[src/design/bu2x_pkg.sv]
// Package for the 2x bilinear upscaler: field widths, register map and
// the item record passed from the row-store fetch stage to the emitter.
// No dependencies.
package bu2x_pkg;

    localparam int PIX_W       = 8;
    localparam int COORD_W     = 12;
    localparam int DIM_W       = 12;
    localparam int APB_ADDR_W  = 3;
    localparam int APB_DATA_W  = 32;
    localparam int DEF_MAX_COLS = 2048;
    localparam int DEF_MAX_ROWS = 2048;
    localparam logic [DIM_W-1:0] RST_NUM_COLS = DIM_W'(512);
    localparam logic [DIM_W-1:0] RST_NUM_ROWS = DIM_W'(512);

    // register index, taken from paddr[2]
    typedef enum logic [0:0] {
        REG_NUM_COLS = 1'b0,
        REG_NUM_ROWS = 1'b1
    } reg_idx_t;

    // one source pixel with its neighbors and position, ready to expand
    typedef struct packed {
        logic [COORD_W-1:0] row2;     // 2r, masked to coordinate width
        logic [COORD_W-1:0] col2;     // 2c, masked to coordinate width
        logic               has_up;   // r > 0
        logic               has_left; // c > 0
        logic               eof;      // last source pixel of the frame
        logic [PIX_W-1:0]   cur;
        logic [PIX_W-1:0]   above;
        logic [PIX_W-1:0]   left;
        logic [PIX_W-1:0]   upleft;
    } item_t;

endpackage

[src/design/bu2x_cfg.sv]
// APB register block: num_cols and num_rows, with the clamped image size.
// Depends on bu2x_pkg.
module bu2x_cfg #(
    parameter int MAX_COLS = bu2x_pkg::DEF_MAX_COLS,
    parameter int MAX_ROWS = bu2x_pkg::DEF_MAX_ROWS
) (
    input  logic                              clk,
    input  logic                              rst_n,
    input  logic                              psel,
    input  logic                              penable,
    input  logic                              pwrite,
    input  logic [bu2x_pkg::APB_ADDR_W-1:0]   paddr,
    input  logic [bu2x_pkg::APB_DATA_W-1:0]   pwdata,
    output logic [bu2x_pkg::APB_DATA_W-1:0]   prdata,
    output logic                              pready,
    output logic [$clog2(MAX_COLS+1)-1:0]     cols,
    output logic [$clog2(MAX_ROWS+1)-1:0]     rows
);
    import bu2x_pkg::*;

    localparam int CCNT_W = $clog2(MAX_COLS+1);
    localparam int RCNT_W = $clog2(MAX_ROWS+1);
    localparam int CCMP_W = (CCNT_W > DIM_W) ? CCNT_W : DIM_W;
    localparam int RCMP_W = (RCNT_W > DIM_W) ? RCNT_W : DIM_W;

    logic [DIM_W-1:0] num_cols_reg;
    logic [DIM_W-1:0] num_rows_reg;
    reg_idx_t         idx;
    logic             wr_en;

    assign pready = 1'b1;
    assign idx    = reg_idx_t'(paddr[2]);
    assign wr_en  = psel && penable && pwrite;

    // register writes
    always_ff @(posedge clk or negedge rst_n)
    begin
        if (!rst_n)
        begin
            num_cols_reg <= RST_NUM_COLS;
            num_rows_reg <= RST_NUM_ROWS;
        end
        else if (wr_en)
        begin
            unique case (idx)
                REG_NUM_COLS: num_cols_reg <= pwdata[DIM_W-1:0];
                REG_NUM_ROWS: num_rows_reg <= pwdata[DIM_W-1:0];
                default:      num_cols_reg <= num_cols_reg;
            endcase
        end
    end

    // readback
    always_comb
    begin
        unique case (idx)
            REG_NUM_COLS: prdata = APB_DATA_W'(num_cols_reg);
            REG_NUM_ROWS: prdata = APB_DATA_W'(num_rows_reg);
            default:      prdata = '0;
        endcase
    end

    // clamp: zero counts as one, oversize counts as the maximum
    always_comb
    begin
        if (num_cols_reg == '0)
            cols = CCNT_W'(1);
        else if (CCMP_W'(num_cols_reg) > CCMP_W'(MAX_COLS))
            cols = CCNT_W'(MAX_COLS);
        else
            cols = CCNT_W'(num_cols_reg);

        if (num_rows_reg == '0)
            rows = RCNT_W'(1);
        else if (RCMP_W'(num_rows_reg) > RCMP_W'(MAX_ROWS))
            rows = RCNT_W'(MAX_ROWS);
        else
            rows = RCNT_W'(num_rows_reg);
    end

endmodule

[config.mk]
export PLATFORM = sky130hd
export DESIGN_NAME = bu2x_cfg
export DESIGN_NICKNAME = d
export VERILOG_FILES = /design/src/design/bu2x_pkg.sv /design/src/design/bu2x_cfg.sv
export SDC_FILE = /design/constraint.sdc
export NUM_CORES = 1
export LEC_CHECK = 0
export ABC_AREA = 1
export ABC_CLOCK_PERIOD_IN_PS = 2210
export BUFFER_PORTS_ARGS = -buffer_cell sky130_fd_sc_hd__buf_4
export CORE_MARGIN = 2
export CORE_UTILIZATION = 28
export CTS_CLUSTER_SIZE = 12
export DETAILED_ROUTE_END_ITERATION = 8
export GPL_TIMING_DRIVEN = 1
export PLACE_DENSITY = 0.61
export SLEW_MARGIN = 20
export SYNTH_ARGS = -nofsm -noshare
export SYNTH_HDL_FRONTEND = slang
export SYNTH_SLANG_ARGS = --single-unit
[constraint.sdc]
create_clock -name clk -period 2.21 [get_ports clk]
set_clock_uncertainty 0.2 [all_clocks]
set_input_delay 0 -clock clk [delete_from_list [all_inputs] [get_ports clk]]
set_output_delay 0 -clock clk [all_outputs]
set_load 0.03 [all_outputs]
==> key figures <==
Clock network
  – CTS tree: built
  – Root Buffer: clkbuf_8
  – Clock Path Buffers: 2
  – Sink Count: 24
  – Worst-skew pair later-pin latency: 0.27 ns
  – CTS Buf Count: 3
  – Number of H-tree levels: 1
  – Clock slew seen by the registers of the worst setup and hold paths: 0.08 ns
  – Post-CTS sizing: 0

Floorplanning
  – Initial core utilization: 28.9%
  – Die Footprint: 6310 sq um
  – Rows: 27
  – Top-Level Pins: 97
  – Core box area: 5510 sq um
  – Die X: 79.5 um
  – Vertical die dimension: 79.5 um

Global route
  – Global routing usage on met1: 16.3%
  – Initial antenna violation count: 0
  – GR Util met2: 21.6%
  – Pin count of the biggest net entering global routing: 27
  – Grt met3 use: 1.70%
  – First-pass GRT wire length: 6240 um
  – Busiest grt layer: met2
  – Gr ovfl total: 0
  – All-layer global routing usage: 12.5%
  – Vias in the first global route: 1,329

Routing
  – Vias/cell: 4.20
  – Vias: 1,454
  – Number of iterations in the first detailed-routing pass: 4
  – # DRC: 0
  – Drt wl/cell: 11.0 um
  – DRT iter0 DRCs: 74
  – DRT Wirelength: 3790 um
  – Final antenna-violating net count: 0

STA
  – Slew @ Worst Pin: 0.981 ns
  – Fin. Hold Viols: 0
  – F_max: 554 MHz
  – RSZ-0062 raised after global routing: no
  – Worst slew margin: 34.4%
  – Sum Neg Setup Slack: 0 ns
  – Fin crit share: 81.7%
  – Minimum clock period: 1.80 ns
  – Slew Limit Fails: 0
  – Setup violators final: 0

Setup path
  – Critical path endpoint category: async pin
  – Crit Path Category: input port to async pin
  – Worst path top cell family by delay: buffers and inverters
  – Critical Path Fanout Max: 22
  – Worst EP arrival: 1.87 ns
  – CP dominant cell by count: dlygate4sd3_1
  – CP Buf/Inv Count: 3
  – CP required: 2.27 ns
  – CP peak stage delay: 1.20 ns
  – Cell Chain, Critical Path: dlygate4sd3_1 -> buf_4 -> dlygate4sd3_1
  – Crit path max-delay cell type: dlygate4sd3_1
  – Worst setup SP type: input port

Final layout
  – Layout net count: 315
  – Diodes inserted: 0
  – # fillers: 592
  – Area grow syn2layout: 32.5%
  – Share of layout cells above drive strength 1: 26.3%
  – Post-route insts no fill: 346

Synth
  – Synth Area in XOR/XNOR: 0%
  – Post-synth top area share: 34.5%
  – Largest family of logic cells by synthesized area: buffers and inverters
  – Register area share after synthesis: 37.8%
  – Biggest area consumer among synthesized cells: dfrtp_1
  – Post-Synth Adder-Cell Area: 0%
  – Synth Area in Compound Gates: 19.5%
  – #FFs+latches synth: 24
  – Mapped Cells: 216
  – Simple-gate portion of the synthesized area: 20.1%
  – Cell Area, Synth: 1590 sq um
  – Largest cells by area after synthesis: dfrtp_1 35%, nand2_1 12%, o21ai_0 11%
  – Synth Area per Inst: 7.38 sq um
  – Synth Warn #: 0
  – Post-synthesis mux area share: 0%
  – Synth unique cells: 25

Worst hold path
  – Min-delay worst type: input port to async pin

Power and ir drop
  – Static leakage: 1.14 nW
  – Power per cell area: 842 nW/um^2
  – Peak VDD IR: 0.244 mV

Placement
  – Dpl hpwl: 2880 um
  – Placed Cells: 328
  – Final GP Congestion: 0.800
  – Port bufs: 53

Status
  – Status: completed

Flow run
  – Max-cap viol count: 0
Yosys cell counts, drive strengths merged:
library cell / instances
buf: 27
dfrtp: 22
or2: 1
inv: 31
a21oi: 11
o21ai: 36
nor2: 15
a21boi: 7
clkbuf: 5
nor3: 1
nand2: 55
and3: 1
dfstp: 2
conb: 2
area by class of cell:
cell class                 instances  area, sq um  share of cell area (%)
timing repair buffer              67          538                    25.5
clock buffer                       4         55.1                    2.61
inverter                          31          116                    5.51
tap                               72         90.1                    4.27
sequential                        24          603                    28.6
multi-input combinational        148          709                    33.6
cell families after synthesis:
kind of cell,count (synthesis)
AOI/OAI and AO/OA,54
buffers and inverters,63
DFF,24
other,2
and+or+nand+nor,73
path summary, 6_finish.rpt:
kind | start | to | slack (ns) | depth (start not counted)
max | rst_n | num_cols_reg[4] | 0.41 | 3
min reg2reg | num_rows_reg[9] | num_rows_reg[9] | 0.31 | 2
min in group clk | paddr[2] | num_rows_reg[0] | 0.08 | 3
min | rst_n | num_cols_reg[9] | 0.02 | 2
max reg2reg | num_rows_reg[11] | num_rows_reg[11] | 1.04 | 2
max in group clk | num_rows_reg[11] | rows[0] | 0.41 | 7
per-layer routing:
layer	vias to the layer above	part of all wire (%)
met2	42	50
met3	5	4.3
met1	666	45
met5	-	0
met4	0	1.2
li1	741	-
report_power, final:
group / switching [mW] / leakage [nW] / internal (mW) / total, mW
registers: 0.106 / 0.298 / 0.526 / 0.632
clock network: 0.140 / 0.0288 / 0.159 / 0.299
logic: 0.539 / 0.813 / 0.307 / 0.846
per-stage QoR:
stage | hold slack, ns | setup WS, ns | util, % | area, sq um | power, mW
finish | 0.0249 | 0.405 | 38.4 | 2110 | 1.78
global route | 0.0316 | 0.197 | 38.4 | 2110 | 1.90
CTS | 0.0324 | 0.318 | 38.4 | 2110 | 1.80
global placement | -0.286 | 0.703 | 34.8 | 1920 | 1.47
floorplan | -0.496 | 0.710 | - | 1670 | 1.21
detailed placement | -0.286 | 0.701 | 34.8 | 1920 | 1.47
repair_timing:
action	4_1_cts	5_1_grt
hold buffers	14	0
buffers inserted	0	0
endpoints found under the setup margin	0	0
hold endpoints to repair	48	0
cells in the final DEF (no fill, tap or decap), types with 3 or more instances in the layout:
master         instances
nand2_1               51
nand2_4                3
buf_4                 53
conb_1                21
dfrtp_1               22
o21ai_0               35
dlygate4sd3_1         14
a21boi_2               5
clkbuf_8               4
nor2_1                13
a21oi_1               10
inv_1                 31
Power figures use the tool's default switching activity.
