`config.mk`:
```
export PLATFORM = sky130hd
export DESIGN_NAME = bu2x_emit_flat
export DESIGN_NICKNAME = d
export VERILOG_FILES = /design/src/design/bu2x_pkg.sv /design/src/design/bu2x_if.sv /design/src/design/bu2x_emit.sv /design/src/flat_wrapper.sv
export SDC_FILE = /design/constraint.sdc
export NUM_CORES = 1
export LEC_CHECK = 0
export BUFFER_PORTS_ARGS = -buffer_cell sky130_fd_sc_hd__buf_2
export CAP_MARGIN = 20
export CORE_UTILIZATION = 50
export CTS_CLUSTER_SIZE = 40
export DETAILED_ROUTE_END_ITERATION = 8
export PLACE_DENSITY = 0.87
export SYNTH_ARGS = -nofsm -noshare
export SYNTH_HDL_FRONTEND = slang
export SYNTH_SLANG_ARGS = --single-unit
export TNS_END_PERCENT = 30
```
`constraint.sdc`:
```
create_clock -name clk -period 6.6 [get_ports clk]
set_input_delay 1.65 -clock clk [delete_from_list [all_inputs] [get_ports clk]]
set_output_delay 1.65 -clock clk [all_outputs]
set_load 0.05 [all_outputs]
```
`src/design/bu2x_pkg.sv`:
```
// Package for the 2x bilinear upscaler: field widths, register map and
// the item record passed from the row-store fetch stage to the emitter.
// No dependencies.
package bu2x_pkg;

    localparam int PIX_W       = 8;
    localparam int COORD_W     = 12;
    localparam int DIM_W       = 12;
    localparam int APB_ADDR_W  = 3;
    localparam int APB_DATA_W  = 32;
    localparam int DEF_MAX_COLS = 2048;
    localparam int DEF_MAX_ROWS = 2048;
    localparam logic [DIM_W-1:0] RST_NUM_COLS = DIM_W'(512);
    localparam logic [DIM_W-1:0] RST_NUM_ROWS = DIM_W'(512);

    // register index, taken from paddr[2]
    typedef enum logic [0:0] {
        REG_NUM_COLS = 1'b0,
        REG_NUM_ROWS = 1'b1
    } reg_idx_t;

    // one source pixel with its neighbors and position, ready to expand
    typedef struct packed {
        logic [COORD_W-1:0] row2;     // 2r, masked to coordinate width
        logic [COORD_W-1:0] col2;     // 2c, masked to coordinate width
        logic               has_up;   // r > 0
        logic               has_left; // c > 0
        logic               eof;      // last source pixel of the frame
        logic [PIX_W-1:0]   cur;
        logic [PIX_W-1:0]   above;
        logic [PIX_W-1:0]   left;
        logic [PIX_W-1:0]   upleft;
    } item_t;

endpackage

```
`src/design/bu2x_if.sv`:
```


interface bu2x_out_if;
    logic                          valid;
    logic                          ready;
    logic [bu2x_pkg::COORD_W-1:0]  out_row;
    logic [bu2x_pkg::COORD_W-1:0]  out_col;
    logic [bu2x_pkg::PIX_W-1:0]    pixel_out;
    logic                          last_of_item;
    logic                          end_of_frame;

    modport source (output valid, output out_row, output out_col, output pixel_out,
                    output last_of_item, output end_of_frame, input ready);
    modport sink   (input valid, input out_row, input out_col, input pixel_out,
                    input last_of_item, input end_of_frame, output ready);
endinterface

```
`src/design/bu2x_emit.sv`:
```
// Output stage: expands one source pixel into up to four result beats,
// one per cycle unless stalled, with coordinates and averages. Depends on bu2x_pkg, bu2x_out_if.
module bu2x_emit (
    input  logic            clk,
    input  logic            rst_n,
    input  logic            item_valid,
    output logic            item_take,
    input  bu2x_pkg::item_t item,
    bu2x_out_if.source      pix_out
);
    import bu2x_pkg::*;

    // which result of the pixel is on the port
    typedef enum logic [1:0] {
        SEL_DIAG = 2'd0,
        SEL_UP   = 2'd1,
        SEL_LEFT = 2'd2,
        SEL_SELF = 2'd3
    } sel_t;

    sel_t  sel_reg, sel_next, sel_first;
    logic  busy_reg;
    item_t it_reg;
    logic  out_fire, done;

    logic [PIX_W+1:0] sum4;
    logic [PIX_W:0]   sum_up, sum_left;

    assign out_fire  = pix_out.valid && pix_out.ready;
    assign done      = out_fire && (sel_reg == SEL_SELF);
    assign item_take = !busy_reg || done;

    // first existing result of an incoming pixel
    always_comb
    begin
        if (item.has_up && item.has_left)
            sel_first = SEL_DIAG;
        else if (item.has_up)
            sel_first = SEL_UP;
        else if (item.has_left)
            sel_first = SEL_LEFT;
        else
            sel_first = SEL_SELF;
    end

    // following result
    always_comb
    begin
        unique case (sel_reg)
            SEL_DIAG: sel_next = SEL_UP;
            SEL_UP:   sel_next = it_reg.has_left ? SEL_LEFT : SEL_SELF;
            SEL_LEFT: sel_next = SEL_SELF;
            SEL_SELF: sel_next = SEL_SELF;
            default:  sel_next = SEL_SELF;
        endcase
    end

    always_ff @(posedge clk or negedge rst_n)
    begin
        if (!rst_n)
        begin
            busy_reg <= 1'b0;
            sel_reg  <= SEL_SELF;
        end
        else if (item_take)
        begin
            busy_reg <= item_valid;
            if (item_valid)
                sel_reg <= sel_first;
        end
        else if (out_fire)
        begin
            sel_reg <= sel_next;
        end
    end

    always_ff @(posedge clk)
    begin
        if (item_take && item_valid)
            it_reg <= item;
    end

    // rounded averages
    assign sum4 = (PIX_W+2)'(it_reg.upleft) + (PIX_W+2)'(it_reg.above)
                + (PIX_W+2)'(it_reg.left) + (PIX_W+2)'(it_reg.cur) + (PIX_W+2)'(2);
    assign sum_up   = (PIX_W+1)'(it_reg.above) + (PIX_W+1)'(it_reg.cur) + (PIX_W+1)'(1);
    assign sum_left = (PIX_W+1)'(it_reg.left) + (PIX_W+1)'(it_reg.cur) + (PIX_W+1)'(1);

    // result beat
    always_comb
    begin
        pix_out.valid        = busy_reg;
        pix_out.out_row      = (sel_reg == SEL_DIAG || sel_reg == SEL_UP)
                             ? it_reg.row2 - COORD_W'(1) : it_reg.row2;
        pix_out.out_col      = (sel_reg == SEL_DIAG || sel_reg == SEL_LEFT)
                             ? it_reg.col2 - COORD_W'(1) : it_reg.col2;
        pix_out.last_of_item = (sel_reg == SEL_SELF);
        pix_out.end_of_frame = (sel_reg == SEL_SELF) && it_reg.eof;
        case (sel_reg)
            SEL_DIAG: pix_out.pixel_out = sum4[PIX_W+1:2];
            SEL_UP:   pix_out.pixel_out = sum_up[PIX_W:1];
            SEL_LEFT: pix_out.pixel_out = sum_left[PIX_W:1];
            default:  pix_out.pixel_out = it_reg.cur;
        endcase
    end

endmodule

```
`src/flat_wrapper.sv`:
```
// flat-port wrapper written by rule: the top's interface ports become plain ports
module bu2x_emit_flat import bu2x_pkg::*;
  (clk, rst_n, item_valid, item_take, item, pix_out_valid, pix_out_out_row, pix_out_out_col, pix_out_pixel_out, pix_out_last_of_item, pix_out_end_of_frame, pix_out_ready);
  bu2x_out_if pix_out_i ();
  input  logic clk;
  input  logic rst_n;
  input  logic item_valid;
  output logic item_take;
  input  bu2x_pkg::item_t item;
  output wire logic [$bits(pix_out_i.valid)-1:0] pix_out_valid;
  output wire logic [$bits(pix_out_i.out_row)-1:0] pix_out_out_row;
  output wire logic [$bits(pix_out_i.out_col)-1:0] pix_out_out_col;
  output wire logic [$bits(pix_out_i.pixel_out)-1:0] pix_out_pixel_out;
  output wire logic [$bits(pix_out_i.last_of_item)-1:0] pix_out_last_of_item;
  output wire logic [$bits(pix_out_i.end_of_frame)-1:0] pix_out_end_of_frame;
  input wire logic [$bits(pix_out_i.ready)-1:0] pix_out_ready;
  assign pix_out_valid = pix_out_i.valid;
  assign pix_out_out_row = pix_out_i.out_row;
  assign pix_out_out_col = pix_out_i.out_col;
  assign pix_out_pixel_out = pix_out_i.pixel_out;
  assign pix_out_last_of_item = pix_out_i.last_of_item;
  assign pix_out_end_of_frame = pix_out_i.end_of_frame;
  assign pix_out_i.ready = pix_out_ready;
  bu2x_emit u_core (.clk(clk), .rst_n(rst_n), .item_valid(item_valid), .item_take(item_take), .item(item), .pix_out(pix_out_i));
endmodule
```
==> flow_metrics.py <==
metrics = {
    "setup_path": {
        "cp-end-kind": "primary output",
        "worstSetupPathType": "flop to primary output",
        "path_buf_inv": 3,
        "crit_family": "adder cells",
        "cp_cell_sequence": "ha_1, inv_1, fa_1, nor2b_1, o21ai_0, a21boi_0, o21a_1, nor2_1, xor2_1, fa_1, inv_1, ha_1, a21oi_1, nand2_1, a41oi_4, xnor2_1, mux4_2, buf_2",
        "cp_slowest_cell": "fa_1",
        "arrival_ns": 4.44,
        "crit_path_max_fanout": 4,
        "startpoint": "u_core.it_reg[16]$_DFFE_PP_",
        "timing.rr.start": "u_core.sel_reg[1]$_DFFE_PN1P_",
        "required_ns": 4.95,
        "start_kind": "flop",
        "slowest_delay_ns": 0.48,
    },
    "logic_synthesis": {
        "yosysSeqAreaShare": 0.4578,
        "yosysMostFrequentCell": "edfxtp_1",
        "async_flop_share": 0.04918,
        "synth_cells": 362,
        "synth_top_cell_area_share": 0.4383,
        "yosys_most_used_dff": "edfxtp_1",
        "synthTopCellsByArea": "edfxtp_1, ha_1, xor2_1, fa_1, inv_1",
        "synth_seq_cells": 61,
        "synth.cell_area_um2": 3974,
        "ys_types": 48,
        "syn_nets": 468,
        "yosysWarnings": 0,
        "avgSynthCellArea_um2": 10.98,
        "synthTopCellsByCount": "edfxtp_1, inv_1, ha_1, nor2_1, xor2_1",
        "synth_edf_count": 58,
        "synth_area_leader_cell": "edfxtp_1",
    },
    "detailed_routing": {
        "wl_per_cell_um": 15.14,
        "wl_mm": 8.690,
        "first_pass_iters": 4,
        "vias": 3146,
        "drt_iter0_drc": 150,
        "detail_route.vias_per_cell": 5.481,
        "drtAntennaViolNets": 0,
        "route.detailed.drc": 0,
    },
    "finish": {
        "instances_no_fill": 574,
        "diodes": 0,
        "final_util": 0.6245,
        "final_area_um2": 4801,
        "layout-drive-gt1-share": 0.2691,
        "layout.nets": 573,
        "syn_to_final_growth_pct": 20.81,
        "largest_reg_flops": 58,
    },
    "timing": {
        "fmax_mhz": 164.2,
        "fin_crit_sh": 0.9227,
        "slew_violations": 0,
        "setup_tns_ns": 0,
        "rsz0062_at_grt": "no",
        "worst_pin_slew_ns": 0.6680,
        "hold_violations": 0,
        "setup_ws_ns": 0.5100,
        "period_needed_ns": 6.090,
        "slew_headroom": 0.5547,
        "setup_viol": 0,
        "fin_worst_skew_ns": 0.008793,
    },
    "place": {
        "portBuffers": 98,
        "gp_congestion": 0.8572,
        "dp.cells": 558,
        "place_ws_ns": 0.9946,
        "place_area_um2": 4582,
        "hpwl_mm": 6.581,
    },
    "global_routing": {
        "grt_pass1_vias": 3148,
        "grt_overflow": 0,
        "grt_first_pass_wirelength_mm": 13.86,
        "antenna_found_initial": 0,
        "grt_start_max_net_pins": 31,
        "track_usage": 0.2182,
    },
    "run": {
        "cap_violations": 0,
    },
    "clock_tree": {
        "clock_latency_ns": 0.35,
        "cts_sinks": 61,
        "cts_resized": 0,
        "clockRootBuffer": "clkbuf_8",
        "cts_setup_buffers": 0,
        "cts_tree": "yes",
        "cts_inserted_buffers": 9,
        "cts_buffer_depth": 2,
        "clk_pin_slew_ns": 0.07,
        "h-tree-depth": 3,
        "cts_hold_buf": 0,
    },
    "die": {
        "rows": 32,
        "ios": 99,
        "core_um2": 7687,
        "dieWidth_um": 91.15,
        "start_util": 0.5169,
        "die_y_um": 91.15,
        "dieArea_um2": 8308,
    },
    "hold_path": {
        "holdCritPathClass": "flop to flop",
        "holdCritStartpoint": "u_core.it_reg[33]$_DFFE_PP_",
    },
    "pwr": {
        "power.density_nw_per_um2": 470.2,
        "p_leak_nw": 2.110,
        "ir_drop_v": 0.0003310,
    },
    "status": {
        "run_status": "completed",
    },
}
-- worst min-delay path, delay by kind of cell (launching register included) --
kind,cells,cell delay [ns]
compound gates,2,0.23
flops,1,0.32
simple gates,1,0.05
-- cells by family (layout without fill, tap and decap cells) --
| kind of cell | after synthesis | in the layout | share of synthesized area |
|---|---|---|---|
| buf+inv | 53 | 163 | 0.05006 |
| xor+xnor | 38 | 38 | 0.08375 |
| simple gates | 90 | 90 | 0.1093 |
| mux | 4 | 4 | 0.01983 |
| flops | 61 | 61 | 0.4578 |
| fa+ha+maj | 43 | 43 | 0.1543 |
| compound gates | 73 | 73 | 0.1250 |
-- power by group --
part	total [W]	internal [W]	switching, W
sequential	0.000600	0.000513	0.0000869
combinational	0.00130	0.000439	0.000862
clock	0.000357	0.000206	0.000150
total	0.00226	0.00116	0.00110
-- layer usage --
| layer | part of all wire | GRT usage | wire length [µm] | vias to the layer above |
|---|---|---|---|---|
| li1 | - | - | - | 1496 |
| met1 | 0.39 | 0.2387 | 3429 | 1497 |
| met2 | 0.53 | 0.3946 | 4574 | 132 |
| met3 | 0.052 | 0.05193 | 450 | 21 |
| met4 | 0.027 | 0.1071 | 235 | 0 |
| met5 | 0 | 0 | 0 | - |
-- through the flow --
step                      hold WS (ns)  total power [W]
after detailed placement        0.5836         0.001886
after floorplan                 0.5545         0.001608
final                           0.5994         0.002257
after global placement          0.5773         0.001844
after global routing            0.6342         0.002382
after CTS                       0.5936         0.002257
-- placed cells by master (no fill, tap or decap), types with 2 or more instances in the layout --
cell type / instances
buf_2: 98
nand2b_1: 4
nand2_1: 22
fa_1: 10
nor3b_1: 2
a221oi_1: 2
a21oi_1: 20
xor2_1: 23
nand3_1: 8
a21o_1: 2
o211ai_1: 2
nor2b_1: 6
o21ai_0: 18
dfstp_2: 2
nor2_1: 24
or3_1: 4
a311oi_1: 3
nor4_1: 3
edfxtp_1: 58
ha_1: 33
o21ai_1: 2
xnor2_1: 15
o41ai_1: 3
a211oi_1: 4
clkinvlp_4: 2
o21a_1: 4
clkbuf_8: 12
mux4_2: 3
nor3_1: 11
inv_1: 48
-- path summary, 6_finish.rpt --
path                                                    end  slack, ns  cells past startpoint
min reg2reg                   u_core.sel_reg[0]$_DFFE_PN1P_       0.60                      3
max reg2reg                     u_core.it_reg[29]$_DFFE_PP_       3.73                      4
min in group asynchronous  u_core.pix_out.valid$_DFFE_PN0N_       1.08                      1
max in group asynchronous     u_core.sel_reg[0]$_DFFE_PN1P_       5.32                      1
max                                    pix_out_pixel_out[5]       0.51                     18
min                           u_core.sel_reg[0]$_DFFE_PN1P_       0.60                      3
-- final cells by class --
| cell class | count | area [µm²] |
|---|---|---|
| repair buffers | 99 | 498.0 |
| fillers | 612 | 2887 |
| inverters | 48 | 180.2 |
| well taps | 102 | 127.6 |
| flip-flops and latches | 61 | 1819 |
| clock buffers | 12 | 165.2 |
| clock inverters | 4 | 53.80 |
| multi-input cells | 248 | 1957 |
Power figures use the tool's default switching activity.
